File: config.mk
export PLATFORM = sky130hd
export DESIGN_NAME = scanline_rle_pixel_decoder_top_flat
export DESIGN_NICKNAME = d
export VERILOG_FILES = /design/src/hw/rtl/srld_pkg.sv /design/src/hw/rtl/srld_code_if.sv /design/src/hw/rtl/srld_pixel_if.sv /design/src/hw/rtl/srld_front.sv /design/src/hw/rtl/srld_queue.sv /design/src/hw/rtl/srld_back.sv /design/src/hw/rtl/scanline_rle_pixel_decoder_top.sv /design/src/flat_wrapper.sv
export SDC_FILE = /design/constraint.sdc
export NUM_CORES = 1
export LEC_CHECK = 0
export ABC_CLOCK_PERIOD_IN_PS = 9700
export BUFFER_PORTS_ARGS = -buffer_cell sky130_fd_sc_hd__buf_2
export CAP_MARGIN = 20
export CORE_ASPECT_RATIO = 1.1
export CORE_UTILIZATION = 25
export CTS_CLUSTER_SIZE = 24
export DETAILED_ROUTE_END_ITERATION = 8
export PLACE_DENSITY = 0.5
export SLEW_MARGIN = 0
export SYNTH_ARGS = -nofsm -noshare
export SYNTH_HDL_FRONTEND = slang
export SYNTH_HIERARCHICAL = 1
export SYNTH_SLANG_ARGS = --single-unit
File: constraint.sdc
create_clock -name clk -period 9.7 [get_ports clk]
set_input_delay 0.97 -clock clk [delete_from_list [all_inputs] [get_ports clk]]
set_output_delay 0.97 -clock clk [all_outputs]
set_load 0.01 [all_outputs]
File: src/hw/rtl/srld_pkg.sv
// Shared constants, types and helpers of the scanline run-length pixel decoder.
package srld_pkg;

  // Widths of the fields
  localparam int unsigned IDX_W   = 8;
  localparam int unsigned COL_W   = 12;
  localparam int unsigned COUNT_W = 5;

  // Configuration register indexes
  localparam int unsigned CFG_IDX_W = 1;
  localparam int unsigned CFG_DATA_W = 12;
  localparam logic [CFG_IDX_W-1:0] REG_ROW_WIDTH   = 1'd0;
  localparam logic [CFG_IDX_W-1:0] REG_CLEAR_INDEX = 1'd1;

  // Register reset values
  localparam logic [COL_W-1:0] ROW_WIDTH_RST   = 12'd64;
  localparam logic [IDX_W-1:0] CLEAR_INDEX_RST = 8'd254;

  // Run code marker and count field
  localparam logic [IDX_W-1:0] RUN_MARK       = 8'he0;
  localparam logic [IDX_W-1:0] RUN_COUNT_MASK = 8'h1f;

  // Command queue between front and back end
  localparam int unsigned QUEUE_DEPTH = 4;
  localparam int unsigned QPTR_W      = $clog2(QUEUE_DEPTH);
  localparam int unsigned QCNT_W      = $clog2(QUEUE_DEPTH + 1);

  // One span of identical pixels: index, first column, pixel count (never zero)
  typedef struct packed {
    logic [IDX_W-1:0]   idx;
    logic [COL_W-1:0]   col;
    logic [COUNT_W-1:0] count;
  } cmd_t;

  // Check whether a byte is a run code
  function automatic logic is_run_code(input logic [IDX_W-1:0] b);
    is_run_code = ((b & RUN_MARK) == RUN_MARK);
  endfunction

endpackage

File: src/hw/rtl/srld_code_if.sv
// Stream interface carrying compressed code words into the decoder.
interface srld_code_if;
  import srld_pkg::*;

  logic             valid;
  logic             ready;
  logic [IDX_W-1:0] data_byte;
  logic             row_end;

  modport source (output valid, output data_byte, output row_end, input ready);
  modport sink   (input valid, input data_byte, input row_end, output ready);
endinterface

File: src/hw/rtl/srld_pixel_if.sv
// Stream interface carrying decoded pixel words out of the decoder.
interface srld_pixel_if;
  import srld_pkg::*;

  logic             valid;
  logic             ready;
  logic [IDX_W-1:0] pixel_index;
  logic [COL_W-1:0] column;
  logic             transparent;
  logic             super_transparent;
  logic             last;

  modport source (output valid, output pixel_index, output column, output transparent,
                  output super_transparent, output last, input ready);
  modport sink   (input valid, input pixel_index, input column, input transparent,
                  input super_transparent, input last, output ready);
endinterface

File: src/hw/rtl/srld_front.sv
// Front end: accept code words, track row position and run state, issue pixel spans.
module srld_front
  import srld_pkg::*;
(
  input  logic             clk,
  input  logic             rst,
  input  logic [COL_W-1:0] row_width,
  srld_code_if.sink        codes,
  output logic             push_valid,
  input  logic             push_ready,
  output cmd_t             push_cmd
);

  logic [COL_W-1:0]   column_count;
  logic [COL_W-1:0]   column_count_next;
  logic               awaiting;
  logic               awaiting_next;
  logic [COUNT_W-1:0] pending_run;
  logic [COUNT_W-1:0] pending_run_next;

  logic               accept;
  logic               has_room;
  logic [COL_W-1:0]   left;
  logic [COUNT_W-1:0] raw_count;
  logic [COUNT_W-1:0] clip_count;

  // Take a word only when the queue can hold whatever it produces
  assign codes.ready = push_ready;
  assign accept      = codes.valid & codes.ready;

  // Pixels still free in the row
  assign has_room = (column_count < row_width);
  assign left     = has_room ? (row_width - column_count) : '0;

  // Count to clip: the awaited run, or the count field of a new run code
  assign raw_count  = awaiting ? pending_run : codes.data_byte[COUNT_W-1:0];
  assign clip_count = (left < {{(COL_W-COUNT_W){1'b0}}, raw_count}) ? left[COUNT_W-1:0]
                                                                     : raw_count;

  // Classify the word and work out the next row state
  always_comb begin
    column_count_next = column_count;
    awaiting_next     = awaiting;
    pending_run_next  = pending_run;
    push_valid        = 1'b0;
    push_cmd.idx      = codes.data_byte;
    push_cmd.col      = column_count;
    push_cmd.count    = clip_count;
    if (accept) begin
      if (awaiting) begin
        push_valid        = (clip_count != '0);
        column_count_next = column_count + {{(COL_W-COUNT_W){1'b0}}, clip_count};
        awaiting_next     = 1'b0;
        pending_run_next  = '0;
      end else if (has_room) begin
        if (is_run_code(codes.data_byte)) begin
          pending_run_next = clip_count;
          awaiting_next    = 1'b1;
        end else begin
          push_valid        = 1'b1;
          push_cmd.count    = COUNT_W'(1);
          column_count_next = column_count + COL_W'(1);
        end
      end
      if (codes.row_end) begin
        column_count_next = '0;
        awaiting_next     = 1'b0;
        pending_run_next  = '0;
      end
    end
  end

  // Hold row state
  always_ff @(posedge clk) begin
    if (rst) begin
      column_count <= '0;
      awaiting     <= 1'b0;
      pending_run  <= '0;
    end else begin
      column_count <= column_count_next;
      awaiting     <= awaiting_next;
      pending_run  <= pending_run_next;
    end
  end

endmodule

File: src/hw/rtl/srld_queue.sv
// Short span queue decoupling the front end from the pixel back end.
module srld_queue
  import srld_pkg::*;
(
  input  logic clk,
  input  logic rst,
  input  logic push_valid,
  output logic push_ready,
  input  cmd_t push_cmd,
  output logic pop_valid,
  input  logic pop_ready,
  output cmd_t pop_cmd
);

  cmd_t              entries [QUEUE_DEPTH];
  logic [QPTR_W-1:0] wr_ptr;
  logic [QPTR_W-1:0] rd_ptr;
  logic [QCNT_W-1:0] fill;
  logic              do_push;
  logic              do_pop;

  assign push_ready = (fill != QCNT_W'(QUEUE_DEPTH));
  assign pop_valid  = (fill != '0);
  assign pop_cmd    = entries[rd_ptr];
  assign do_push    = push_valid & push_ready;
  assign do_pop     = pop_valid & pop_ready;

  // Store spans
  always_ff @(posedge clk) begin
    if (do_push) begin
      entries[wr_ptr] <= push_cmd;
    end
  end

  // Advance pointers and fill level
  always_ff @(posedge clk) begin
    if (rst) begin
      wr_ptr <= '0;
      rd_ptr <= '0;
      fill   <= '0;
    end else begin
      if (do_push) begin
        wr_ptr <= (wr_ptr == QPTR_W'(QUEUE_DEPTH - 1)) ? '0 : wr_ptr + QPTR_W'(1);
      end
      if (do_pop) begin
        rd_ptr <= (rd_ptr == QPTR_W'(QUEUE_DEPTH - 1)) ? '0 : rd_ptr + QPTR_W'(1);
      end
      if (do_push && !do_pop) begin
        fill <= fill + QCNT_W'(1);
      end else if (do_pop && !do_push) begin
        fill <= fill - QCNT_W'(1);
      end
    end
  end

endmodule

File: src/hw/rtl/srld_back.sv
// Back end: expand spans into pixel words and flag transparency.
module srld_back
  import srld_pkg::*;
(
  input  logic             clk,
  input  logic             rst,
  input  logic [IDX_W-1:0] clear_index,
  input  logic             pop_valid,
  output logic             pop_ready,
  input  cmd_t             pop_cmd,
  srld_pixel_if.source     pixels
);

  logic               cur_valid;
  logic [IDX_W-1:0]   cur_idx;
  logic [COL_W-1:0]   cur_col;
  logic [COUNT_W-1:0] cur_rem;
  logic               out_free;
  logic               emit;
  logic               cur_last;

  // Output register frees up when empty or being taken
  assign out_free  = !pixels.valid || pixels.ready;
  assign emit      = cur_valid && out_free;
  assign cur_last  = (cur_rem == COUNT_W'(1));
  assign pop_ready = !cur_valid || (emit && cur_last);

  // Walk the current span one pixel per word
  always_ff @(posedge clk) begin
    if (rst) begin
      cur_valid <= 1'b0;
    end else if (pop_ready) begin
      cur_valid <= pop_valid;
    end
  end

  always_ff @(posedge clk) begin
    if (pop_ready) begin
      cur_idx <= pop_cmd.idx;
      cur_col <= pop_cmd.col;
      cur_rem <= pop_cmd.count;
    end else if (emit) begin
      cur_col <= cur_col + COL_W'(1);
      cur_rem <= cur_rem - COUNT_W'(1);
    end
  end

  // Hold the pixel word until taken
  always_ff @(posedge clk) begin
    if (rst) begin
      pixels.valid <= 1'b0;
    end else if (out_free) begin
      pixels.valid <= cur_valid;
    end
  end

  always_ff @(posedge clk) begin
    if (emit) begin
      pixels.pixel_index       <= cur_idx;
      pixels.column            <= cur_col;
      pixels.transparent       <= (cur_idx >= clear_index);
      pixels.super_transparent <= (cur_idx == clear_index);
      pixels.last              <= cur_last;
    end
  end

endmodule

File: src/hw/rtl/scanline_rle_pixel_decoder_top.sv
// Top level of the scanline run-length pixel decoder.
// Takes one compressed code word per cycle while the four-entry span queue has room; a literal
// yields one pixel word, a run code plus its index byte yield up to 31 pixel words, and the
// back end emits one pixel word per cycle while its output is taken, so a long run keeps the back
// end busy and input stalls once the span queue fills. Results pass through the span queue, the
// span registers and the output register. Configuration (row_width at index 0, clear_index at
// index 1) is written through cfg_we/cfg_index/cfg_data and takes effect on the next cycle.
module scanline_rle_pixel_decoder_top
  import srld_pkg::*;
(
  input  logic                  clk,
  input  logic                  rst,
  input  logic                  cfg_we,
  input  logic [CFG_IDX_W-1:0]  cfg_index,
  input  logic [CFG_DATA_W-1:0] cfg_data,
  srld_code_if.sink             codes,
  srld_pixel_if.source          pixels
);

  logic [COL_W-1:0] row_width;
  logic [IDX_W-1:0] clear_index;
  logic             push_valid;
  logic             push_ready;
  cmd_t             push_cmd;
  logic             pop_valid;
  logic             pop_ready;
  cmd_t             pop_cmd;

  // Configuration registers
  always_ff @(posedge clk) begin
    if (rst) begin
      row_width   <= ROW_WIDTH_RST;
      clear_index <= CLEAR_INDEX_RST;
    end else if (cfg_we) begin
      case (cfg_index)
        REG_ROW_WIDTH:   row_width   <= cfg_data[COL_W-1:0];
        REG_CLEAR_INDEX: clear_index <= cfg_data[IDX_W-1:0];
        default: ;
      endcase
    end
  end

  srld_front u_front (
    .clk        (clk),
    .rst        (rst),
    .row_width  (row_width),
    .codes      (codes),
    .push_valid (push_valid),
    .push_ready (push_ready),
    .push_cmd   (push_cmd)
  );

  srld_queue u_queue (
    .clk        (clk),
    .rst        (rst),
    .push_valid (push_valid),
    .push_ready (push_ready),
    .push_cmd   (push_cmd),
    .pop_valid  (pop_valid),
    .pop_ready  (pop_ready),
    .pop_cmd    (pop_cmd)
  );

  srld_back u_back (
    .clk         (clk),
    .rst         (rst),
    .clear_index (clear_index),
    .pop_valid   (pop_valid),
    .pop_ready   (pop_ready),
    .pop_cmd     (pop_cmd),
    .pixels      (pixels)
  );

endmodule

File: src/flat_wrapper.sv
// flat-port wrapper written by rule: the top's interface ports become plain ports
module scanline_rle_pixel_decoder_top_flat import srld_pkg::*;
  (clk, rst, cfg_we, cfg_index, cfg_data, codes_valid, codes_data_byte, codes_row_end, codes_ready, pixels_valid, pixels_pixel_index, pixels_column, pixels_transparent, pixels_super_transparent, pixels_last, pixels_ready);
  srld_code_if codes_i ();
  srld_pixel_if pixels_i ();
  input  logic clk;
  input  logic rst;
  input  logic cfg_we;
  input  logic [CFG_IDX_W-1:0] cfg_index;
  input  logic [CFG_DATA_W-1:0] cfg_data;
  input wire logic [$bits(codes_i.valid)-1:0] codes_valid;
  input wire logic [$bits(codes_i.data_byte)-1:0] codes_data_byte;
  input wire logic [$bits(codes_i.row_end)-1:0] codes_row_end;
  output wire logic [$bits(codes_i.ready)-1:0] codes_ready;
  output wire logic [$bits(pixels_i.valid)-1:0] pixels_valid;
  output wire logic [$bits(pixels_i.pixel_index)-1:0] pixels_pixel_index;
  output wire logic [$bits(pixels_i.column)-1:0] pixels_column;
  output wire logic [$bits(pixels_i.transparent)-1:0] pixels_transparent;
  output wire logic [$bits(pixels_i.super_transparent)-1:0] pixels_super_transparent;
  output wire logic [$bits(pixels_i.last)-1:0] pixels_last;
  input wire logic [$bits(pixels_i.ready)-1:0] pixels_ready;
  assign codes_i.valid = codes_valid;
  assign codes_i.data_byte = codes_data_byte;
  assign codes_i.row_end = codes_row_end;
  assign codes_ready = codes_i.ready;
  assign pixels_valid = pixels_i.valid;
  assign pixels_pixel_index = pixels_i.pixel_index;
  assign pixels_column = pixels_i.column;
  assign pixels_transparent = pixels_i.transparent;
  assign pixels_super_transparent = pixels_i.super_transparent;
  assign pixels_last = pixels_i.last;
  assign pixels_i.ready = pixels_ready;
  scanline_rle_pixel_decoder_top u_core (.clk(clk), .rst(rst), .cfg_we(cfg_we), .cfg_index(cfg_index), .cfg_data(cfg_data), .codes(codes_i), .pixels(pixels_i));
endmodule
==> impl_metrics.env <==
export IMPL_detail_route_drc_violations=0
export IMPL_place_ws_ns=4.093
export IMPL_timing_worst_slew_pin_value_ns=0.9682
export IMPL_number_of_cells_produced_by_synthesis=701
export IMPL_rsz_0062_raised_after_global_routing="false"
export IMPL_critPathRequiredTime_ns=10.02
export IMPL_critical_path_startpoint="u_core/u_front/column_count[9]"
export IMPL_end_kind="register"
export IMPL_synth_edf_count=148
export IMPL_synthMostInstantiatedCell="sky130_fd_sc_hd__edfxtp_1"
export IMPL_cts_setup_buffers=0
export IMPL_crit_end="u_core/u_front/column_count[9]"
export IMPL_synthesis_stage_register_bit_count=197
export IMPL_die_width_um=185.5
export IMPL_async_flop_share_pct=0
export IMPL_synth_largest_area_cell="sky130_fd_sc_hd__edfxtp_1"
export IMPL_post_drt_wl_per_cell_um=15.57
export IMPL_dr_total_vias=5494
export IMPL_p_total_mw=2.500
export IMPL_setup_total_negative_slack_ns=0
export IMPL_post_cts_resized=0
export IMPL_synthDistinctLibCells=68
export IMPL_r2r_end="u_core/u_front/column_count[9]"
export IMPL_vias_cell=4.431
export IMPL_cts_path_max_buffers=2
export IMPL_fin_cells=1240
export IMPL_h_tree_depth=4
export IMPL_drt_iter0_markers=398
export IMPL_avgSynthCellArea_sq_um=13.21
export IMPL_yosysWarnings=6
export IMPL_fmaxAchievable_ghz=0.1776
export IMPL_path_class="reg2reg"
export IMPL_hold_buffers=0
export IMPL_stdcell_area_sq_um=10530
export IMPL_hold_worst_slack_ns=0.4548
export IMPL_grt_pass1_wl_um=30600
export IMPL_die_height_um=203.8
export IMPL_dr_pass1_iters=5
export IMPL_timing_final_ws_setup_ns=4.068
export IMPL_fin_nets=808
export IMPL_fraction_of_final_layout_cells_sized_beyond_drive_strength_1_pct=18.86
export IMPL_met3_usage_pct=2.120
export IMPL_worst_endpoint_arrival_ns=5.96
export IMPL_r2r_cells=25
export IMPL_seq_area_frac_synth_pct=58.60
export IMPL_grt_antenna_before_repair=0
export IMPL_dp_hpwl_um=13620
export IMPL_timing_hold_worst_class="reg2reg"
export IMPL_placeable_area_sq_um=36350
export IMPL_clock_root_buffer="sky130_fd_sc_hd__clkbuf_16"
export IMPL_fin_worst_skew_ns=0.009404
export IMPL_post_synth_most_frequent_cells="sky130_fd_sc_hd__edfxtp_1 (148), sky130_fd_sc_hd__dfxtp_1 (49), sky130_fd_sc_hd__nand2_1 (44)"
export IMPL_place_inst=1208
export IMPL_final_max_slew_violation_count=0
export IMPL_ir_worst_vdd_mv=0.1025
export IMPL_period_needed_ns=5.632
export IMPL_groute_layer_met1_usage_pct=13.05
export IMPL_use_met2_pct=18.30
export IMPL_vias_in_the_first_global_route=5545
export IMPL_ys_top_cells_by_area="sky130_fd_sc_hd__edfxtp_1 (48%), sky130_fd_sc_hd__dfxtp_1 (11%), sky130_fd_sc_hd__mux4_2 (6.1%)"
export IMPL_critical_path_reg2reg_startpoint="u_core/u_front/column_count[9]"
export IMPL_power_per_cell_area_nw_per_um2=237.5
export IMPL_worst_slew_margin_rel_pct=35.46
export IMPL_numPortBuffers=51
export IMPL_growth_of_design_area_from_synthesis_to_finish_pct=13.72
export IMPL_synth_flop_cell="sky130_fd_sc_hd__edfxtp_1"
export IMPL_num_rows=73
export IMPL_finalCoreUtilization_pct=28.96
export IMPL_fin_crit_sh_pct=58.06
export IMPL_die_area_sq_um=37800
export IMPL_grt_start_max_net_pins=53
export IMPL_critical_path_startpoint_type="register"
export IMPL_timing_final_hold_violations=0
export IMPL_cts_reportedPaths_clkPinSlew_ns=0.07
export IMPL_dpl_instance_area_sq_um=9926
export IMPL_routabilityCongestion=0.8089
export IMPL_tritoncts="done"
export IMPL_antenna_cells_inserted=0
export IMPL_path_max_fanout=10
export IMPL_grt_overflow_total=0
export IMPL_clkLatencyLatePin_ns=0.44
export IMPL_setup_violations_final=0
export IMPL_global_route_peak_usage_layer="met2"
export IMPL_setup_reg_to_reg_worst_slack_ns=4.07
export IMPL_synth_cell_area_sq_um=9258
export IMPL_share_of_the_synthesized_area_in_the_top_cell_type_pct=48.01
export IMPL_top_level_port_count=52
export IMPL_p_leak_nw=3.811
export IMPL_cts_num_sinks=197
export IMPL_cts_buffers_inserted=17
export IMPL_ant_nets=0
export IMPL_gr_usage_all_layers_pct=10.78
export IMPL_routed_wirelength_um=19300
export IMPL_post_synthesis_net_count=769
export IMPL_initial_utilization_pct=25.47
export IMPL_drv_max_cap_violation_count=0
export IMPL_run_status="finished, final reports clean"
report_power, final:
| group | switching [mW] | leakage [nW] | total, mW | internal (mW) |
|---|---|---|---|---|
| clock | 0.335 | 0.291 | 0.708 | 0.373 |
| combinational | 0.307 | 1.73 | 0.576 | 0.269 |
| sequential | 0.113 | 1.79 | 1.22 | 1.10 |
worst min path at each step:
stage / cells after the start / slack [ns] / from / end
5_1_grt: 0 / 0.49 / u_core/u_back/cur_idx[0] / u_core/u_back/pixels.pixel_index[0]
3_3_place_gp: 0 / 0.44 / u_core/u_back/cur_idx[0] / u_core/u_back/pixels.pixel_index[0]
4_1_cts: 0 / 0.46 / u_core/u_back/cur_idx[0] / u_core/u_back/pixels.pixel_index[0]
6_report: 0 / 0.45 / u_core/u_back/cur_idx[0] / u_core/u_back/pixels.pixel_index[0]
3_5_place_dp: 0 / 0.44 / u_core/u_back/cur_idx[0] / u_core/u_back/pixels.pixel_index[0]
2_1_floorplan: 2 / 0.42 / u_core/u_front/pending_run[1] / u_core/u_front/pending_run[1]
worst max-delay path, stage by stage, from the launching register on:
cell and delay [ns]:
sky130_fd_sc_hd__dfxtp_1 0.47, sky130_fd_sc_hd__inv_1 0.09, sky130_fd_sc_hd__ha_1 0.41, sky130_fd_sc_hd__a21oi_1 0.26, sky130_fd_sc_hd__nor2_1 0.08, sky130_fd_sc_hd__a211oi_1 0.52, sky130_fd_sc_hd__a21boi_1 0.28, sky130_fd_sc_hd__nand2_1 0.16
sky130_fd_sc_hd__inv_1 0.06, sky130_fd_sc_hd__ha_1 0.29, sky130_fd_sc_hd__nand4_1 0.11, sky130_fd_sc_hd__a21o_1 0.17, sky130_fd_sc_hd__a31oi_1 0.17, sky130_fd_sc_hd__a31oi_1 0.09, sky130_fd_sc_hd__o211ai_4 0.20, sky130_fd_sc_hd__mux2i_1 0.35
sky130_fd_sc_hd__nor2_1 0.14, sky130_fd_sc_hd__ha_1 0.30, sky130_fd_sc_hd__a21o_1 0.12, sky130_fd_sc_hd__a21oi_1 0.09, sky130_fd_sc_hd__o21bai_1 0.17, sky130_fd_sc_hd__a21oi_1 0.16, sky130_fd_sc_hd__or4_1 0.42, sky130_fd_sc_hd__nor3_1 0.21
sky130_fd_sc_hd__xnor2_1 0.15, sky130_fd_sc_hd__nor2_1 0.05
sequential cells by signal, summed over array words and instances (netlist names), 2 cells and up, named ones only:
name / cells
u_core/u_queue/wr_ptr: 2
u_core/u_back/cur_idx: 8
u_core/u_back/cur_rem: 5
u_core/u_back/cur_col: 12
u_core/clear_index: 8
u_core/row_width: 12
u_core/u_back/pixels.column: 12
u_core/u_back/pixels.pixel_index: 8
u_core/u_front/pending_run: 5
u_core/u_queue/rd_ptr: 2
u_core/u_queue/fill: 3
u_core/u_queue/entries: 100
u_core/u_front/column_count: 12
cells in the final DEF, fill, tap and decap left out, types with 25 or more instances in the layout:
master / count
sky130_fd_sc_hd__dfxtp_1: 48
sky130_fd_sc_hd__inv_1: 38
sky130_fd_sc_hd__ha_1: 38
sky130_fd_sc_hd__edfxtp_1: 148
sky130_fd_sc_hd__nand2_1: 44
sky130_fd_sc_hd__nor2_1: 37
sky130_fd_sc_hd__o21ai_0: 32
sky130_fd_sc_hd__buf_2: 51
sky130_fd_sc_hd__a21oi_1: 26
sky130_fd_sc_hd__mux4_2: 25
layout make-up:
| type | count | area, sq um |
|---|---|---|
| Tap cell | 487 | 609.3 |
| Fill cell | 3804 | 25820 |
| Sequential cell | 197 | 5426 |
| Inverter | 38 | 142.6 |
| Clock inverter | 14 | 162.7 |
| Multi-Input combinational cell | 431 | 3462 |
| Clock buffer | 18 | 439.2 |
| Timing Repair Buffer | 55 | 285.3 |
metal layers:
layer / share of wire (%) / up-vias
met3: 3.0 / 31
met1: 45 / 2670
met2: 50 / 91
met4: 2.8 / 0
met5: 0 / -
li1: - / 2702
cells by family after synthesis:
family	count (synthesis)	share of synthesized area, %
and+or+nand+nor	199	12.10
xor gates and xnor gates	25	2.365
adders and majority gates	41	5.785
buffers and inverters	73	4.028
AOI/OAI and AO/OA	123	9.069
muxes	43	8.055
DFF	197	58.60
Power figures use the tool's default switching activity.
